## src/rtl/assert_macros.svh

```systemverilog
// Assertion macros used by the signal-loss filter datapath
`ifndef ASSERT_MACROS_SVH
`define ASSERT_MACROS_SVH

// expression must hold at every clock edge out of reset
`define ASSERT_HOLDS(label, expr, msg) \
   label: assert property (@(posedge clock) disable iff (reset) (expr)) else $error(msg);

// consequent must hold in the same cycle as the antecedent
`define ASSERT_IMPLIES(label, ante, cons, msg) \
   label: assert property (@(posedge clock) disable iff (reset) (ante) |-> (cons)) \
      else $error(msg);

// consequent must hold in the cycle after the antecedent
`define ASSERT_NEXT(label, ante, cons, msg) \
   label: assert property (@(posedge clock) disable iff (reset) (ante) |=> (cons)) \
      else $error(msg);

`endif

```

## src/rtl/rcslf_pkg.sv

```systemverilog
// Shared types and constants of the receiver channel signal-loss filter
package rcslf_pkg;

   localparam int CHANNELS_DEF    = 18;
   localparam int AVG_SAMPLES_DEF = 3;

   localparam int CHAN_W   = 5;
   localparam int VAL_W    = 16;
   localparam int TIME_W   = 32;
   localparam int US_W     = 12;
   localparam int HOLD_W   = 16;
   localparam int CNT_W    = 5;
   localparam int FLIGHT_W = 4;

   localparam int CSR_IDX_W  = 3;
   localparam int CSR_DATA_W = 16;

   localparam logic [FLIGHT_W-1:0] FLIGHT_ALL      = 4'hF;
   localparam logic [CHAN_W-1:0]   THROTTLE_CH     = 5'd3;
   localparam logic [CHAN_W-1:0]   FLIGHT_CHANNELS = 5'd4;

   localparam logic [US_W-1:0]   MID_RESET      = 12'd1500;
   localparam logic [US_W-1:0]   MIN_RESET      = 12'd885;
   localparam logic [US_W-1:0]   MAX_RESET      = 12'd2115;
   localparam logic [HOLD_W-1:0] HOLD_MS_RESET  = 16'd300;
   localparam logic [CNT_W-1:0]  CH_COUNT_RESET = 5'd8;

   typedef enum logic [CSR_IDX_W-1:0] {
      CSR_PULSE_MIN   = 3'd0,
      CSR_PULSE_MAX   = 3'd1,
      CSR_MID         = 3'd2,
      CSR_HOLD        = 3'd3,
      CSR_THREE_D     = 3'd4,
      CSR_FS_ENABLE   = 3'd5,
      CSR_AVERAGING   = 3'd6,
      CSR_CHAN_COUNT  = 3'd7
   } csr_index_type;

   typedef struct packed {
      logic [US_W-1:0]   pulse_min_us;
      logic [US_W-1:0]   pulse_max_us;
      logic [US_W-1:0]   mid_us;
      logic [HOLD_W-1:0] hold_ms;
      logic              three_d_mode;
      logic              failsafe_enabled;
      logic              averaging_mode;
      logic [CNT_W-1:0]  channel_count;
   } cfg_type;

   typedef struct packed {
      logic [CHAN_W-1:0] chan_index;
      logic [VAL_W-1:0]  pulse_us;
      logic [TIME_W-1:0] now_ms;
      logic              link_ok;
      logic              failsafe_switch;
      logic              frame_end;
   } req_type;

   typedef struct packed {
      logic [CHAN_W-1:0] out_channel;
      logic [VAL_W-1:0]  out_value;
      logic              is_override;
      logic              flight_ok;
      logic              run_last;
   } rsp_type;

   // controller to datapath
   typedef struct packed {
      logic load;
      logic eval;
      logic sum_rd;
      logic sum_acc;
      logic mul;
      logic quo;
      logic emit0;
      logic run_rd;
      logic run_out;
   } cmd_type;

   // datapath to controller
   typedef struct packed {
      logic avg_go;
      logic override;
      logic out_free;
      logic run_last;
   } status_type;

endpackage

```

## src/rtl/rcslf_ctrl.sv

```systemverilog
// Sequencing state machine of the signal-loss filter
module rcslf_ctrl #(
   parameter int CHANNELS    = rcslf_pkg::CHANNELS_DEF,
   parameter int AVG_SAMPLES = rcslf_pkg::AVG_SAMPLES_DEF,
   parameter int STEP_W      = 5
) (
   input  logic                   clock,
   input  logic                   reset,
   input  logic                   req_valid,
   output logic                   req_stall,
   input  rcslf_pkg::status_type  status,
   output rcslf_pkg::cmd_type     cmd,
   output logic [STEP_W-1:0]      step
);
   import rcslf_pkg::*;

   typedef enum logic [7:0] {
      ST_IDLE    = 8'b0000_0001,
      ST_EVAL    = 8'b0000_0010,
      ST_SUM     = 8'b0000_0100,
      ST_MUL     = 8'b0000_1000,
      ST_QUO     = 8'b0001_0000,
      ST_EMIT    = 8'b0010_0000,
      ST_RUN_RD  = 8'b0100_0000,
      ST_RUN_OUT = 8'b1000_0000
   } state_type;

   localparam logic [STEP_W-1:0] AVG_N = STEP_W'(AVG_SAMPLES);

   state_type         state_ff, state_in;
   logic [STEP_W-1:0] step_ff, step_in;

   always_comb begin
      state_in = state_ff;
      step_in  = step_ff;
      cmd      = '0;
      case (state_ff)
         ST_IDLE: begin
            if (req_valid) begin
               cmd.load = 1'b1;
               state_in = ST_EVAL;
            end
         end
         ST_EVAL: begin
            cmd.eval = 1'b1;
            step_in  = '0;
            state_in = status.avg_go ? ST_SUM : ST_EMIT;
         end
         ST_SUM: begin
            // read slot step, accumulate the slot read in the previous cycle
            cmd.sum_rd  = (step_ff < AVG_N);
            cmd.sum_acc = (step_ff != '0);
            if (step_ff == AVG_N) begin
               state_in = ST_MUL;
            end else begin
               step_in = step_ff + 1'b1;
            end
         end
         ST_MUL: begin
            cmd.mul  = 1'b1;
            state_in = ST_QUO;
         end
         ST_QUO: begin
            cmd.quo  = 1'b1;
            state_in = ST_EMIT;
         end
         ST_EMIT: begin
            if (status.out_free) begin
               cmd.emit0 = 1'b1;
               step_in   = '0;
               state_in  = status.override ? ST_RUN_RD : ST_IDLE;
            end
         end
         ST_RUN_RD: begin
            cmd.run_rd = 1'b1;
            state_in   = ST_RUN_OUT;
         end
         ST_RUN_OUT: begin
            if (status.out_free) begin
               cmd.run_out = 1'b1;
               if (status.run_last) begin
                  state_in = ST_IDLE;
               end else begin
                  step_in  = step_ff + 1'b1;
                  state_in = ST_RUN_RD;
               end
            end
         end
         default: begin
            state_in = ST_IDLE;
         end
      endcase
   end

   always_ff @(posedge clock) begin
      if (reset) begin
         state_ff <= ST_IDLE;
         step_ff  <= '0;
      end else begin
         state_ff <= state_in;
         step_ff  <= step_in;
      end
   end

   assign req_stall = (state_ff != ST_IDLE);
   assign step      = step_ff;

endmodule

```

## src/rtl/rcslf_datapath.sv

```systemverilog
// Channel stores, averaging arithmetic and result register of the signal-loss filter
`include "assert_macros.svh"
module rcslf_datapath #(
   parameter int CHANNELS    = rcslf_pkg::CHANNELS_DEF,
   parameter int AVG_SAMPLES = rcslf_pkg::AVG_SAMPLES_DEF,
   parameter int STEP_W      = 5
) (
   input  logic                  clock,
   input  logic                  reset,
   input  rcslf_pkg::req_type    req_data,
   input  rcslf_pkg::cfg_type    cfg,
   input  rcslf_pkg::cmd_type    cmd,
   input  logic [STEP_W-1:0]     step,
   output rcslf_pkg::status_type status,
   output logic                  rsp_valid,
   input  logic                  rsp_stall,
   output rcslf_pkg::rsp_type    rsp_data
);
   import rcslf_pkg::*;

   localparam int CH_W    = $clog2(CHANNELS);
   localparam int RING_D  = CHANNELS * AVG_SAMPLES;
   localparam int RING_AW = $clog2(RING_D);
   localparam int SLOT_W  = (AVG_SAMPLES > 1) ? $clog2(AVG_SAMPLES) : 1;
   localparam int FR_W    = $clog2(AVG_SAMPLES + 1);
   localparam int SUM_W   = VAL_W + $clog2(AVG_SAMPLES);
   localparam int RECIP_K = SUM_W + 4;
   localparam int RECIP_W = RECIP_K + 1;
   localparam int PROD_W  = SUM_W + RECIP_W;
   localparam int CMP_W   = CHAN_W + 1;

   // ceiling reciprocal: exact floor division for every sum below 2**SUM_W
   localparam logic [RECIP_W-1:0] RECIP =
      RECIP_W'(((64'd1 << RECIP_K) + 64'(AVG_SAMPLES) - 64'd1) / 64'(AVG_SAMPLES));
   localparam logic [CMP_W-1:0]  CHANNELS_C = CMP_W'(CHANNELS);
   localparam logic [FR_W-1:0]   AVG_N      = FR_W'(AVG_SAMPLES);
   localparam logic [SLOT_W-1:0] SLOT_LAST  = SLOT_W'(AVG_SAMPLES - 1);
   localparam logic [VAL_W-1:0]  THR_RESET  = VAL_W'(MIN_RESET);
   localparam logic [VAL_W-1:0]  MID_RST_V  = VAL_W'(MID_RESET);
   localparam logic [TIME_W-1:0] DL_RESET   = TIME_W'(HOLD_MS_RESET);

   function automatic logic [VAL_W-1:0] fail_value(input logic [CHAN_W-1:0] ch,
                                                   input logic [VAL_W-1:0]  held,
                                                   input cfg_type           c);
      logic [VAL_W-1:0] result;
      if (ch < THROTTLE_CH) begin
         result = VAL_W'(c.mid_us);
      end else if (ch == THROTTLE_CH) begin
         result = c.three_d_mode ? VAL_W'(c.mid_us) : VAL_W'(c.pulse_min_us);
      end else begin
         result = held;
      end
      return result;
   endfunction

   req_type              item_ff;
   logic [VAL_W-1:0]     cv_mem [CHANNELS];
   logic [CHANNELS-1:0]  cv_vld_ff;
   logic [VAL_W-1:0]     cv_rd_ff;
   logic [TIME_W-1:0]    dl_mem [CHANNELS];
   logic [CHANNELS-1:0]  dl_vld_ff;
   logic [TIME_W-1:0]    dl_rd_ff;
   logic [VAL_W-1:0]     ring_mem [RING_D];
   logic [RING_D-1:0]    ring_vld_ff;
   logic [VAL_W-1:0]     ring_rd_ff;
   logic [VAL_W-1:0]     s_ff;
   logic [SUM_W-1:0]     acc_ff;
   logic [PROD_W-1:0]    prod_ff;
   logic [FLIGHT_W-1:0]  mask_ff;
   logic [SLOT_W-1:0]    slot_ff;
   logic [FR_W-1:0]      frames_ff;
   logic                 rsp_valid_ff;
   rsp_type              rsp_data_ff;

   logic                 req_in_range, in_range;
   logic [CH_W-1:0]      rd_addr, ch_a;
   logic                 pulse_ok, hold, flight_ok;
   logic [TIME_W:0]      dl_sum;
   logic [TIME_W-1:0]    dl_new;
   logic [VAL_W-1:0]     s_next;
   logic [RING_AW-1:0]   ring_wa, ring_ra;
   logic [CHAN_W-1:0]    run_ch;
   logic [VAL_W-1:0]     run_val;
   logic [CMP_W-1:0]     cnt, step_p1;
   logic                 run_last, override, out_free, adv;
   logic                 cv_we;
   logic [CH_W-1:0]      cv_wa;
   logic [VAL_W-1:0]     cv_wd;

   assign req_in_range = {1'b0, req_data.chan_index} < CHANNELS_C;
   assign in_range     = {1'b0, item_ff.chan_index} < CHANNELS_C;
   assign ch_a         = item_ff.chan_index[CH_W-1:0];
   assign rd_addr      = cmd.load ? (req_in_range ? req_data.chan_index[CH_W-1:0] : '0)
                                  : step[CH_W-1:0];

   // item evaluation
   assign pulse_ok = item_ff.link_ok
                     && (item_ff.pulse_us >= VAL_W'(cfg.pulse_min_us))
                     && (item_ff.pulse_us <= VAL_W'(cfg.pulse_max_us));
   assign hold     = item_ff.now_ms < dl_rd_ff;
   assign dl_sum   = {1'b0, item_ff.now_ms} + (TIME_W + 1)'(cfg.hold_ms);
   assign dl_new   = dl_sum[TIME_W] ? '1 : dl_sum[TIME_W-1:0];

   always_comb begin
      if (pulse_ok) begin
         s_next = item_ff.pulse_us;
      end else if (hold) begin
         s_next = cv_rd_ff;
      end else begin
         s_next = fail_value(item_ff.chan_index, cv_rd_ff, cfg);
      end
   end

   assign ring_wa = RING_AW'(ch_a) * RING_AW'(AVG_SAMPLES) + RING_AW'(slot_ff);
   assign ring_ra = RING_AW'(ch_a) * RING_AW'(AVG_SAMPLES) + RING_AW'(step);

   // override run
   assign run_ch  = CHAN_W'(step);
   assign run_val = fail_value(run_ch, cv_rd_ff, cfg);
   always_comb begin
      if (cfg.channel_count == '0) begin
         cnt = CMP_W'(1);
      end else if ({1'b0, cfg.channel_count} > CHANNELS_C) begin
         cnt = CHANNELS_C;
      end else begin
         cnt = {1'b0, cfg.channel_count};
      end
   end
   assign step_p1  = CMP_W'(step) + 1'b1;
   assign run_last = (step_p1 == cnt);

   assign flight_ok = (mask_ff == FLIGHT_ALL);
   assign override  = item_ff.frame_end
                      && (!flight_ok || (item_ff.failsafe_switch && cfg.failsafe_enabled));
   assign out_free  = !rsp_valid_ff || !rsp_stall;
   assign adv       = (cmd.emit0 && !override && item_ff.frame_end)
                      || (cmd.run_out && run_last);

   assign status.avg_go   = cfg.averaging_mode && in_range && (frames_ff >= AVG_N);
   assign status.override = override;
   assign status.out_free = out_free;
   assign status.run_last = run_last;

   always_ff @(posedge clock) begin
      if (cmd.load) begin
         item_ff <= req_data;
      end
   end

   // channel value store
   always_comb begin
      cv_we = cmd.emit0 && in_range;
      cv_wa = ch_a;
      cv_wd = s_ff;
      if (cmd.run_out && (run_ch < FLIGHT_CHANNELS)) begin
         cv_we = 1'b1;
         cv_wa = step[CH_W-1:0];
         cv_wd = run_val;
      end
   end

   always_ff @(posedge clock) begin
      if (cv_we) begin
         cv_mem[cv_wa] <= cv_wd;
      end
      if (cmd.load || cmd.run_rd) begin
         if (cv_vld_ff[rd_addr]) begin
            cv_rd_ff <= cv_mem[rd_addr];
         end else begin
            cv_rd_ff <= (CHAN_W'(rd_addr) == THROTTLE_CH) ? THR_RESET : MID_RST_V;
         end
      end
   end

   always_ff @(posedge clock) begin
      if (reset) begin
         cv_vld_ff <= '0;
      end else if (cv_we) begin
         cv_vld_ff[cv_wa] <= 1'b1;
      end
   end

   // hold deadline store
   always_ff @(posedge clock) begin
      if (cmd.eval && in_range && pulse_ok) begin
         dl_mem[ch_a] <= dl_new;
      end
      if (cmd.load) begin
         dl_rd_ff <= dl_vld_ff[rd_addr] ? dl_mem[rd_addr] : DL_RESET;
      end
   end

   always_ff @(posedge clock) begin
      if (reset) begin
         dl_vld_ff <= '0;
      end else if (cmd.eval && in_range && pulse_ok) begin
         dl_vld_ff[ch_a] <= 1'b1;
      end
   end

   // sample ring
   always_ff @(posedge clock) begin
      if (cmd.eval && in_range && cfg.averaging_mode) begin
         ring_mem[ring_wa] <= s_next;
      end
      if (cmd.sum_rd) begin
         ring_rd_ff <= ring_vld_ff[ring_ra] ? ring_mem[ring_ra] : '0;
      end
   end

   always_ff @(posedge clock) begin
      if (reset) begin
         ring_vld_ff <= '0;
      end else if (cmd.eval && in_range && cfg.averaging_mode) begin
         ring_vld_ff[ring_wa] <= 1'b1;
      end
   end

   // sample value, sum and mean
   always_ff @(posedge clock) begin
      if (cmd.eval) begin
         s_ff   <= s_next;
         acc_ff <= '0;
      end else begin
         if (cmd.sum_acc) begin
            acc_ff <= acc_ff + SUM_W'(ring_rd_ff);
         end
         if (cmd.quo) begin
            s_ff <= prod_ff[RECIP_K +: VAL_W];
         end
      end
      if (cmd.mul) begin
         prod_ff <= PROD_W'(acc_ff) * PROD_W'(RECIP);
      end
   end

   // frame state
   always_ff @(posedge clock) begin
      if (reset) begin
         mask_ff   <= FLIGHT_ALL;
         slot_ff   <= '0;
         frames_ff <= '0;
      end else begin
         if (adv) begin
            mask_ff   <= FLIGHT_ALL;
            slot_ff   <= (slot_ff == SLOT_LAST) ? '0 : slot_ff + 1'b1;
            if (frames_ff < AVG_N) begin
               frames_ff <= frames_ff + 1'b1;
            end
         end else if (cmd.eval && in_range && !pulse_ok && !hold
                      && (item_ff.chan_index < FLIGHT_CHANNELS)) begin
            // flight channel reached failsafe: mark it bad for this frame
            mask_ff[item_ff.chan_index[1:0]] <= 1'b0;
         end
      end
   end

   // result register
   always_ff @(posedge clock) begin
      if (reset) begin
         rsp_valid_ff <= 1'b0;
      end else if (cmd.emit0 || cmd.run_out) begin
         rsp_valid_ff <= 1'b1;
      end else if (!rsp_stall) begin
         rsp_valid_ff <= 1'b0;
      end
   end

   always_ff @(posedge clock) begin
      if (cmd.emit0) begin
         rsp_data_ff.out_channel <= item_ff.chan_index;
         rsp_data_ff.out_value   <= in_range ? s_ff : '0;
         rsp_data_ff.is_override <= 1'b0;
         rsp_data_ff.flight_ok   <= flight_ok;
         rsp_data_ff.run_last    <= !override;
      end else if (cmd.run_out) begin
         rsp_data_ff.out_channel <= run_ch;
         rsp_data_ff.out_value   <= run_val;
         rsp_data_ff.is_override <= 1'b1;
         rsp_data_ff.flight_ok   <= flight_ok;
         rsp_data_ff.run_last    <= run_last;
      end
   end

   assign rsp_valid = rsp_valid_ff;
   assign rsp_data  = rsp_data_ff;

   `ASSERT_NEXT(a_mask_restored, adv, mask_ff == FLIGHT_ALL, "flight mask kept after frame end")
   `ASSERT_HOLDS(a_frames_bound, frames_ff <= AVG_N, "frame counter passed its limit")
   `ASSERT_IMPLIES(a_emit_room, cmd.emit0 || cmd.run_out, out_free, "result overwrote a transaction")

endmodule

```

## src/rtl/rc_channel_signal_loss_filter.sv

```systemverilog
// Result 0: the item is loaded, evaluated in ST_EVAL and registered in ST_EMIT when the
//   result register is free; active averaging adds ST_SUM (one ring slot per cycle through a
//   single read port), ST_MUL and ST_QUO. A new item is taken only back in ST_IDLE; an
//   override run reads then emits each channel on the single channel-value read port.
// Reset (synchronous, active high): registers back to defaults, all stores read as reset
//   values at once through per-entry valid bits; no clearing pass.
module rc_channel_signal_loss_filter #(
   parameter int CHANNELS    = rcslf_pkg::CHANNELS_DEF,
   parameter int AVG_SAMPLES = rcslf_pkg::AVG_SAMPLES_DEF
) (
   input  logic                             clock,
   input  logic                             reset,
   input  logic                             req_valid,
   output logic                             req_stall,
   input  rcslf_pkg::req_type               req_data,
   output logic                             rsp_valid,
   input  logic                             rsp_stall,
   output rcslf_pkg::rsp_type               rsp_data,
   input  logic                             csr_we,
   input  logic [rcslf_pkg::CSR_IDX_W-1:0]  csr_index,
   input  logic [rcslf_pkg::CSR_DATA_W-1:0] csr_wdata
);
   import rcslf_pkg::*;

   localparam int STEP_MAX = (CHANNELS > AVG_SAMPLES) ? CHANNELS : AVG_SAMPLES;
   localparam int STEP_W   = $clog2(STEP_MAX + 1);

   cfg_type           cfg_ff, cfg_in;
   cmd_type           cmd;
   status_type        status;
   logic [STEP_W-1:0] step;

   always_comb begin
      cfg_in = cfg_ff;
      if (csr_we) begin
         case (csr_index_type'(csr_index))
            CSR_PULSE_MIN:  cfg_in.pulse_min_us     = csr_wdata[US_W-1:0];
            CSR_PULSE_MAX:  cfg_in.pulse_max_us     = csr_wdata[US_W-1:0];
            CSR_MID:        cfg_in.mid_us           = csr_wdata[US_W-1:0];
            CSR_HOLD:       cfg_in.hold_ms          = csr_wdata[HOLD_W-1:0];
            CSR_THREE_D:    cfg_in.three_d_mode     = csr_wdata[0];
            CSR_FS_ENABLE:  cfg_in.failsafe_enabled = csr_wdata[0];
            CSR_AVERAGING:  cfg_in.averaging_mode   = csr_wdata[0];
            CSR_CHAN_COUNT: cfg_in.channel_count    = csr_wdata[CNT_W-1:0];
            default: begin
               cfg_in = cfg_ff;
            end
         endcase
      end
   end

   always_ff @(posedge clock) begin
      if (reset) begin
         cfg_ff.pulse_min_us     <= MIN_RESET;
         cfg_ff.pulse_max_us     <= MAX_RESET;
         cfg_ff.mid_us           <= MID_RESET;
         cfg_ff.hold_ms          <= HOLD_MS_RESET;
         cfg_ff.three_d_mode     <= 1'b0;
         cfg_ff.failsafe_enabled <= 1'b1;
         cfg_ff.averaging_mode   <= 1'b0;
         cfg_ff.channel_count    <= CH_COUNT_RESET;
      end else begin
         cfg_ff <= cfg_in;
      end
   end

   rcslf_ctrl #(
      .CHANNELS    (CHANNELS),
      .AVG_SAMPLES (AVG_SAMPLES),
      .STEP_W      (STEP_W)
   ) u_ctrl (
      .clock     (clock),
      .reset     (reset),
      .req_valid (req_valid),
      .req_stall (req_stall),
      .status    (status),
      .cmd       (cmd),
      .step      (step)
   );

   rcslf_datapath #(
      .CHANNELS    (CHANNELS),
      .AVG_SAMPLES (AVG_SAMPLES),
      .STEP_W      (STEP_W)
   ) u_datapath (
      .clock     (clock),
      .reset     (reset),
      .req_data  (req_data),
      .cfg       (cfg_ff),
      .cmd       (cmd),
      .step      (step),
      .status    (status),
      .rsp_valid (rsp_valid),
      .rsp_stall (rsp_stall),
      .rsp_data  (rsp_data)
   );

endmodule

```

## config.mk

```make
export PLATFORM = sky130hd
export DESIGN_NAME = rc_channel_signal_loss_filter
export DESIGN_NICKNAME = d
export VERILOG_FILES = /design/src/rtl/rcslf_pkg.sv /design/src/rtl/rcslf_ctrl.sv /design/src/rtl/rcslf_datapath.sv /design/src/rtl/rc_channel_signal_loss_filter.sv
export VERILOG_INCLUDE_DIRS = /design/src /design/src/rtl
export SDC_FILE = /design/constraint.sdc
export NUM_CORES = 2
export LEC_CHECK = 0
export ABC_AREA = 1
export BUFFER_PORTS_ARGS = -buffer_cell sky130_fd_sc_hd__clkbuf_2
export CORE_MARGIN = 2
export CORE_UTILIZATION = 33
export CTS_CLUSTER_DIAMETER = 80
export CTS_CLUSTER_SIZE = 24
export DETAILED_ROUTE_END_ITERATION = 10
export MAX_ROUTING_LAYER = met4
export PLACE_DENSITY = 0.59
export SYNTH_ARGS = -nofsm -noshare
export SYNTH_HDL_FRONTEND = slang
export SYNTH_SLANG_ARGS = --single-unit
export TNS_END_PERCENT = 5
```

## constraint.sdc

```tcl
create_clock -name clock -period 7 [get_ports clock]
set_input_delay 1.4 -clock clock [delete_from_list [all_inputs] [get_ports clock]]
set_output_delay 1.4 -clock clock [all_outputs]
set_load 0.01 [all_outputs]
```

==> flow_metrics.tcl <==
set metrics [dict create \
    relSlewSlack_pct 13.1 \
    cts_sinks 2094 \
    ys_ff_latch 2094 \
    antenna_found_initial 10 \
    ir_drop_uv 246 \
    rsz0062_at_grt "no" \
    yosys.area_share.simple_pct 14.8 \
    status "complete, no violations" \
    grt_pass1_vias 62300 \
    synth_xor_area_share_pct 0.466 \
    drive_gt1_share_pct 5.91 \
    area_delta_synth_final_pct 8.75 \
    clkLatencyLatePin_ps 930 \
    cts_root_buf "clkbuf_16" \
    layout_common_cells "edfxtp_1 (1,903), nand2_1 (1,534), inv_1 (951)" \
    yosysWarningCount 0 \
    fin_util_pct 36.0 \
    grt_pass1_wl_um 413000 \
    synth_area_leaders "edfxtp_1 (60%), nand2_1 (6.0%), o21ai_0 (4.6%)" \
    cts_resized 0 \
    cts_buffers 116 \
    drc 0 \
    async_flop_share_pct 0 \
    synth_top_family_by_area "simple AND/OR/NAND/NOR gates" \
    cp-end-kind "register" \
    drv_cap 0 \
    place_congestion 0.891 \
    die-area_um2 293000 \
    die_x_um 541 \
    vias 64700 \
    setup_tns_ps 0 \
    numPortBuffers 105 \
    fin_skew_ps 128 \
    synth_nets 9203 \
    start_util_pct 33.1 \
    cts_tree "done" \
    worstPathArrival_ps 6210 \
    min_period_over_period_pct 80.3 \
    clk_pin_slew_ps 90 \
    synthCells 8792 \
    grt_overflow 0 \
    power_leakage_nw 38.8 \
    final_common_cell "edfxtp_1" \
    hold_viol 0 \
    synth_edf_count 1903 \
    num-nets-final 9084 \
    fin_cells 12600 \
    grt_max_degree 225 \
    ys_types 51 \
    synth_ff_type "edfxtp_1" \
    synth_top_area_cell "edfxtp_1" \
    period_needed_ps 5620 \
    max_freq_ghz 0.178 \
    pwr_density_cell_nw_per_um2 285 \
    setup_viol 0 \
    dr.pass1.iters 6 \
    yosysSeqAreaShare_pct 64.0 \
    htree_levels 3 \
    synthAdderAreaFrac_pct 5.14 \
    syn_area_um2 95200 \
    worst_pin_slew_ps 1300 \
    avgSynthCellArea_um2 10.8 \
    rows 197 \
    antenna_left 0 \
    hold_ws_ps 462 \
    synth_top_area_share_pct 60.0 \
    slew_viol_final 0 \
    grtUsageTotal_pct 19.2 \
    critPathKind "reg2reg" \
    ios 106 \
    hp-class "reg2reg" \
    placeableCoreArea_um2 288000 \
    cts_hold_buf 0 \
    postCtsSetupBuffers 0 \
    die_y_um 541 \
    wirelength_um 280000 \
    worstPathRequired_ps 7580 \
    synth.area.mux_share_pct 0 \
    dp_cells 12300 \
    drtIter0Drc 6675 \
    worstPathMaxFanout 5 \
    wl_per_cell_um 22.3 \
    cts_buffer_depth 4 \
    vias_per_cell 5.15 \
    dp_hpwl_um 173000 \
    synth_compound_area_share_pct 9.60 \
    critPathLaunchType "register" \
]
cells in the mapped netlist, types with 14 or more instances:
library cell,number
edfxtp_1,1903
nand2_1,1534
inv_1,960
o21ai_0,881
nor2_1,758
nand3_1,640
a21oi_1,341
clkbuf_1,261
ha_1,230
dfxtp_1,191
nand3b_1,179
o221ai_1,144
buf_2,127
fa_1,101
o211ai_1,77
o21ai_1,51
a31oi_1,50
or2_2,39
o21a_1,36
nor3_1,35
buf_1,33
xor2_1,30
buf_4,24
o22ai_1,22
nand4_1,21
xnor2_1,17
inv_2,16
and2_1,14
stage by stage:
stage	area, um^2	power, mW	setup WS, ps
after CTS	104000	29.6	1310
final	104000	29.5	1380
after floorplan	95200	19.2	2080
after global placement	99800	21.9	1260
after detailed placement	99800	22.1	1320
after global routing	104000	30.7	992
final cells by class:
class	count	area (um^2)
clock buffers	168	3200
clock inverters	43	534
diodes	10	25.0
flip-flops and latches	2094	61000
well taps	3781	4730
inverters	984	3720
fillers	28000	184000
repair buffers	217	1520
multi-input cells	5260	28900
power breakdown:
part	total [mW]	switching [mW]	internal [mW]	leakage [nW]
sequential	14.7	0.149	14.6	18.7
clock	7.66	4.31	3.36	1.80
combinational	7.12	5.44	1.68	18.4
total	29.5	9.89	19.6	38.8
sequential cells by signal (all words and copies together), names as in the netlist, 16 cells and up:
register / flops
cfg_ff: 60
u_datapath.acc_ff: 18
u_datapath.cv_mem: 288
u_datapath.cv_rd_ff: 16
u_datapath.cv_vld_ff: 18
u_datapath.dl_mem: 576
u_datapath.dl_rd_ff: 32
u_datapath.dl_vld_ff: 18
u_datapath.item_ff: 51
u_datapath.prod_ff: 16
u_datapath.ring_mem: 864
u_datapath.ring_rd_ff: 16
u_datapath.ring_vld_ff: 54
u_datapath.rsp_data: 24
u_datapath.s_ff: 16
logic make-up (layout without fill, tap and decap cells):
logic type | count (synthesis) | in the layout
and+or+nand+nor | 3252 | 3252
DFF | 2094 | 2094
AOI/OAI and AO/OA | 1628 | 1628
buffers and inverters | 1438 | 1412
adders and majority gates | 331 | 331
xor gates and xnor gates | 49 | 49
other | 0 | 10
layer usage:
metal,wire (um),track usage (%)
met5,0,-
met4,11900,7.64
met3,16300,2.04
met2,137000,31.9
met1,115000,23.9
worst max-delay path: stages, from the launching register on:
cell,delay (ps)
dfxtp_1,450
ha_1,330
fa_1,540
fa_1,540
inv_1,50
fa_1,500
inv_1,60
fa_1,550
inv_1,60
fa_1,530
inv_1,50
ha_1,350
a21oi_1,150
o21a_1,130
o21ai_0,120
a21boi_0,440
o21ai_0,220
nand2_1,130
nand2_1,60
nand2_1,60
nand2_1,50
final timing paths:
kind	start	cells past startpoint	to	slack, ps
worst max register to register	u_datapath.acc_ff[5]	20	u_datapath.prod_ff[33]	1380
worst max-delay path	u_datapath.acc_ff[5]	20	u_datapath.prod_ff[33]	1380
worst min-delay path	u_datapath.ring_vld_ff[11]	2	u_datapath.ring_vld_ff[11]	460
worst min register to register	u_datapath.ring_vld_ff[11]	2	u_datapath.ring_vld_ff[11]	460
Note: power is estimated with default switching activity, not from simulation.
